===== config.mk =====
export PLATFORM = sky130hd
export DESIGN_NAME = fpa_div_stage
export DESIGN_NICKNAME = d
export VERILOG_FILES = /design/src/hdl/fpa_pkg.sv /design/src/hdl/fpa_div_stage.sv
export SDC_FILE = /design/constraint.sdc
export NUM_CORES = 1
export LEC_CHECK = 0
export ABC_AREA = 0
export BUFFER_PORTS_ARGS = -buffer_cell sky130_fd_sc_hd__buf_2
export CAP_MARGIN = 0
export CORE_AREA = 2 2 117 131
export DETAILED_ROUTE_END_ITERATION = 10
export DIE_AREA = 0 0 119 133
export GPL_ROUTABILITY_DRIVEN = 0
export GPL_TIMING_DRIVEN = 0
export PLACE_DENSITY = 0.79
export SLEW_MARGIN = 20
export SYNTH_ARGS = -nofsm -noshare
export SYNTH_HDL_FRONTEND = slang
export SYNTH_SLANG_ARGS = --single-unit

===== constraint.sdc =====
create_clock -name i_clk -period 5.3 [get_ports i_clk]
set_input_delay 1.06 -clock i_clk [delete_from_list [all_inputs] [get_ports i_clk]]
set_output_delay 1.06 -clock i_clk [all_outputs]
set_load 0.02 [all_outputs]

===== src/hdl/fpa_pkg.sv =====
// package: opcodes, pipeline control struct and default sizes for the fixed-point alu
package fpa_pkg;

    localparam int FRACTION_BITS_DEF = 8;
    localparam int WORD_WIDTH_DEF    = 32;
    localparam int FIELD_WIDTH       = 32;
    localparam int MODE_WIDTH        = 4;

    typedef enum logic [MODE_WIDTH-1:0] {
        MODE_ADD     = 4'd0,
        MODE_SUB     = 4'd1,
        MODE_MUL     = 4'd2,
        MODE_DIV     = 4'd3,
        MODE_GT      = 4'd4,
        MODE_LT      = 4'd5,
        MODE_GE      = 4'd6,
        MODE_LE      = 4'd7,
        MODE_EQ      = 4'd8,
        MODE_NE      = 4'd9,
        MODE_INC     = 4'd10,
        MODE_DEC     = 4'd11,
        MODE_MAX     = 4'd12,
        MODE_MIN     = 4'd13,
        MODE_TOINT   = 4'd14,
        MODE_FROMINT = 4'd15
    } t_mode;

    typedef struct packed {
        logic  valid;
        t_mode mode;
        logic  cmp;
        logic  dz;
        logic  neg;
    } t_ctl;

endpackage


===== src/hdl/fpa_div_stage.sv =====
// one restoring division step as a pipeline stage, carrying the item alongside
module fpa_div_stage import fpa_pkg::*; #(
    parameter int W  = WORD_WIDTH_DEF,
    parameter int NW = WORD_WIDTH_DEF + FRACTION_BITS_DEF
) (
    input  logic          i_clk,
    input  logic          i_rst_n,
    input  logic          i_en,
    input  t_ctl          i_ctl,
    input  logic [W-1:0]  i_res,
    input  logic [W-1:0]  i_rem,
    input  logic [NW-1:0] i_qn,
    input  logic [W-1:0]  i_den,
    output t_ctl          o_ctl,
    output logic [W-1:0]  o_res,
    output logic [W-1:0]  o_rem,
    output logic [NW-1:0] o_qn,
    output logic [W-1:0]  o_den
);

    logic [W:0]    trial;
    logic [W-1:0]  n_rem;
    logic [NW-1:0] n_qn;
    t_ctl          r_ctl;
    logic [W-1:0]  r_res;
    logic [W-1:0]  r_rem;
    logic [NW-1:0] r_qn;
    logic [W-1:0]  r_den;

    // partial remainder stays below the divisor, so the shifted value fits w bits
    always_comb begin
        trial = {i_rem, i_qn[NW-1]} - {1'b0, i_den};
        if (!trial[W]) begin
            n_rem = trial[W-1:0];
        end else begin
            n_rem = {i_rem[W-2:0], i_qn[NW-1]};
        end
        n_qn = {i_qn[NW-2:0], ~trial[W]};
    end

    always_ff @(posedge i_clk) begin
        if (!i_rst_n) begin
            r_ctl.valid <= 1'b0;
        end else if (i_en) begin
            r_ctl <= i_ctl;
            r_res <= i_res;
            r_rem <= n_rem;
            r_qn  <= n_qn;
            r_den <= i_den;
        end
    end

    assign o_ctl = r_ctl;
    assign o_res = r_res;
    assign o_rem = r_rem;
    assign o_qn  = r_qn;
    assign o_den = r_den;

endmodule


### Word level (Yosys, flattened, before mapping)

Index checks and enable logic that the tools add are counted.

| storage, ports and cells | value |
|---|---|
| input bits | 147 |
| register bits | 144 |
| word-level logic and storage cells | 13 |
| output and inout port bits | 144 |

| cells by class | value |
|---|---|
| reductions and logical operators | 1 |
| bitwise operators | 1 |
| add/sub/neg operators | 1 |
| mux-type cells | 1 |

Operators with widths:

| cell | number |
|---|---|
| $sub 33x32->33 | 1 |
| $mux 32 | 1 |
| $reduce_and 2->1 | 1 |
| $not 1->1 | 1 |

### Logic depth before layout (Yosys ltp)

| depth | value |
|---|---|
| depth after elaboration | 2 |
| gate-level depth with buffers | 12 |
| gate-level depth less buffers | 11 |

### Worst setup path after synthesis

OpenSTA, ideal clock, no wires.

| timing path | value |
|---|---|
| path kind | input to register |
| from | input i_en |
| to | register r_ctl, in the netlist o_ctl[0] (enable) |
| data arrival time | 4.327 ns |
| setup time | 0.519 ns |
| slack | 0.454 ns |
| required time | 4.781 ns |
| stages | 1 |
| buffers on the path | 0 |
| path through | and2_1 |

| on the way | value |
|---|---|
| longest elaborated chain between the ends | 1 |

RTL lines:

| element | line | text |
|---|---|---|
| from (decl) | fpa_div_stage.sv:8 | `input logic i_en,` |
| $reduce_and 2->1 (no line) | - |  |
| to (signal assigned) | fpa_div_stage.sv:45 | `r_ctl <= i_ctl;` |
| to (decl) | fpa_div_stage.sv:24 | `t_ctl r_ctl;` |

No other way between the ends.
A chain may end at the register's enable or synchronous reset.

### Worst setup path after layout

| timing path | value |
|---|---|
| from | input i_qn[39] |
| to | register r_rem[28] (netlist: o_rem[28]), data pin |

| on the way | value |
|---|---|
| longest elaborated chain between the ends | 2 |

RTL lines:

| element | line | text |
|---|---|---|
| from (decl) | fpa_div_stage.sv:12 | `input logic [NW-1:0] i_qn,` |
| $sub 33x32->33 | fpa_div_stage.sv:32 | `trial = {i_rem, i_qn[NW-1]} - {1'b0, i_den};` |
| $mux 32 | fpa_div_stage.sv:33 | `if (!trial[W]) begin` |
| net n_rem[28] | fpa_div_stage.sv:22 | `logic [W-1:0] n_rem;` |
| to (signal assigned) | fpa_div_stage.sv:47 | `r_rem <= n_rem;` |
| to (decl) | fpa_div_stage.sv:26 | `logic [W-1:0] r_rem;` |

The timed path passes the listed nets, and every way through them passes these cells.

==> reports/metrics.cfg <==
[setup_path]
critical_path.most_common_cell=a21oi_1
path_buf_inv=3
critPathMaxStageDelay_ps=430
path_cells=buf_2, inv_1, ha_1, fa_1, nand2b_1, a21oi_1, o211ai_1, a21oi_1, o31a_2, mux2i_1, nor2_2, buf_6, mux2_4
worstSetupPathType=input port to register
cp-start-kind=input port
cp_max_fo=10
critical_path.top_delay_family=compound AO/OA/AOI/OAI gates
cp_slowest_cell=nor2_2
reg2reg_from=o_ctl[7]
worstPathArrival_ps=4070
end_kind=register
cp-startpoint=i_qn[39]
cp.required_ps=5470

[clock_network]
cts.sink_count=144
cts_setup_buffers=0
post_cts_resized=0
cts-buffers-inserted=17
clk_pin_slew_ps=60
holdBufCountCts=0
clock_latency_ps=420
clockBufferDepth=2
clockRootBuffer=clkbuf_16
cts_tree=done
htreeDepth=4

[timing]
period_minus_slack_ps=3897
worstMarginPinSlew_ps=569.6
slew-limit-headroom_pct=62.02
fin_worst_skew_ps=0
fin_ws_ps=1403
fin_crit_sh_pct=73.52
timing.hold.ws_ps=585.2
hold_viol_final=0
slew_viol_final=0
rsz0062_at_grt=no
setup_viol=0
fmax_mhz=256.6

[layout]
layout_common_cells=buf_2 (292), edfxtp_1 (143), inv_1 (38), a21oi_1 (38), ha_1 (32)
final_common_cell=buf_2
stdcell_count=1012
final_core_util_pct=62.72
area_growth_pct=34.58
nFillCells=1151
layout-drive-gt1-share_pct=44.66
fin_nets=982

[synthesis]
syn_inst=491
synth_flop_cell=edfxtp_1
synthesis.nets=671
seq_area_frac_synth_pct=63.22
synth_area_um2=6824
synth_edf_count=143
synth_area_per_cell_um2=13.90
yosysUniqueCellTypes=50
async_flop_share_pct=0
ys_warn_count=0
synth_seq_cells=144

[detailed_routing]
drtPass1Iterations=5
num_vias=5163
drtIter0Drc=379
drc=0
ant_nets=0
wl_per_cell_um=18.46
routed_via_density=5.102
wirelength_mm=18.68

[pwr]
ir_drop_mv=0.1557
internal_power_mw=2.384
powerDensity_nw_per_um2=355.6
netSwitchingPower_mw=0.8810
switching_share_pct=26.98
leakagePower_nw=4.130
total_power_mw=3.265
power.share.sequential_pct=42.3
p_comb_share_pct=20.1
clkPwrFrac_pct=37.7

[min_path]
hold_start=o_ctl[7]
worst_hold_path_type=register to register

[placed_design]
dpl.hpwl_mm=14.57
portBuffers=290
placedCellCount=979
dpl_worst_slack_ps=974.5

[run_status]
run_status=complete, no violations

[floorplan]
rows=47
io_pins=291
die_h_um=133
core_region_area_um2=14640
die_w_um=119
die_area_um2=15830
initial_core_util_pct=46.60

[run]
drv_cap=0

[grt]
met2_usage_pct=40.80
grt_max_degree=62
grt_pass1_vias=5065
met3_usage_pct=9.698
grt_pass1_wl_mm=27.60
antenna_found_initial=1
overflow=0
met1_usage_pct=24.93
grt.busiest_layer=met2
grtUsageTotal_pct=23.40

## power by group through the flow
| stage | Clock, mW | Combinational, mW | Sequential (mW) |
|---|---|---|---|
| finish | 1.23 | 0.656 | 1.38 |
| CTS | 1.25 | 0.657 | 1.38 |
| detailed placement | 0 | 0.654 | 1.40 |
| floorplan | 0 | 0.315 | 1.53 |
| global route | 1.29 | 0.707 | 1.39 |
| global placement | 0 | 0.635 | 1.41 |
## cell type report
cell class	instances	area, µm²	area share, %
plain buffers	11	67.56	0.7357
repair buffers	292	1499	16.32
well taps	196	245.2	2.670
clock inverters	14	181.4	1.975
diodes	1	2.502	0.02725
inverters	38	142.6	1.553
multi-input cells	298	2302	25.07
clock buffers	18	429.2	4.673
flip-flops and latches	144	4314	46.98
## final timing paths
check             depth (start not counted)  slack, ps        end
hold / removal                            2        590   o_ctl[7]
setup / recovery                         13       1400  o_rem[28]
setup reg to reg                          2       4650   o_ctl[7]
hold reg to reg                           2        590   o_ctl[7]
## layer usage
layer	up-vias	share of wire, %
li1	2471	-
met1	2437	37
met2	224	51
met3	31	9.2
met4	0	2.7
met5	-	0
## per-stage QoR
step | cell area, µm² | setup TNS [ps]
2_1_floorplan | 6824 | 0
3_3_place_gp | 8521 | -125990
3_5_place_dp | 8571 | 0
4_1_cts | 9181 | 0
5_1_grt | 9181 | 0
6_report | 9184 | 0
## synth_stat cells, types with 8 or more instances
cell      count  area (µm²)
edfxtp_1    143        4294
a21oi_1      38       190.2
inv_1        38       142.6
ha_1         32       400.4
nand2_1      27       101.4
mux2_4       25       375.4
a21o_1       18       135.1
nor2_1       18       67.56
o21ai_0      17       85.08
xnor2_1      13       113.9
nand3_1      10       50.05
xor2_1       10       87.58
nand2b_1      8       50.05
## flip-flops by register name (all words and copies together) (netlist names)
name	cells
o_ctl	8
o_rem	32
o_qn	40
o_res	32
o_den	32
## logic make-up (layout without fill, tap and decap cells)
group	count (synthesis)	in the layout	synth area share (%)
other	0	1	0
flip-flops	144	144	63.22
adder cells (fa/ha/maj)	33	33	6.161
XOR/XNOR	23	23	2.952
multiplexers	34	34	6.876
AO/OA/AOI/OAI	107	107	10.03
buffers and inverters	49	373	3.080
AND/OR/NAND/NOR	101	101	7.683
## worst register-to-register path, cell delays in order (launching register included)
cell and delay [ps]:
dfxtp_1 320, mux2i_1 150, nor2b_1 70
Power figures use the tool's default switching activity.
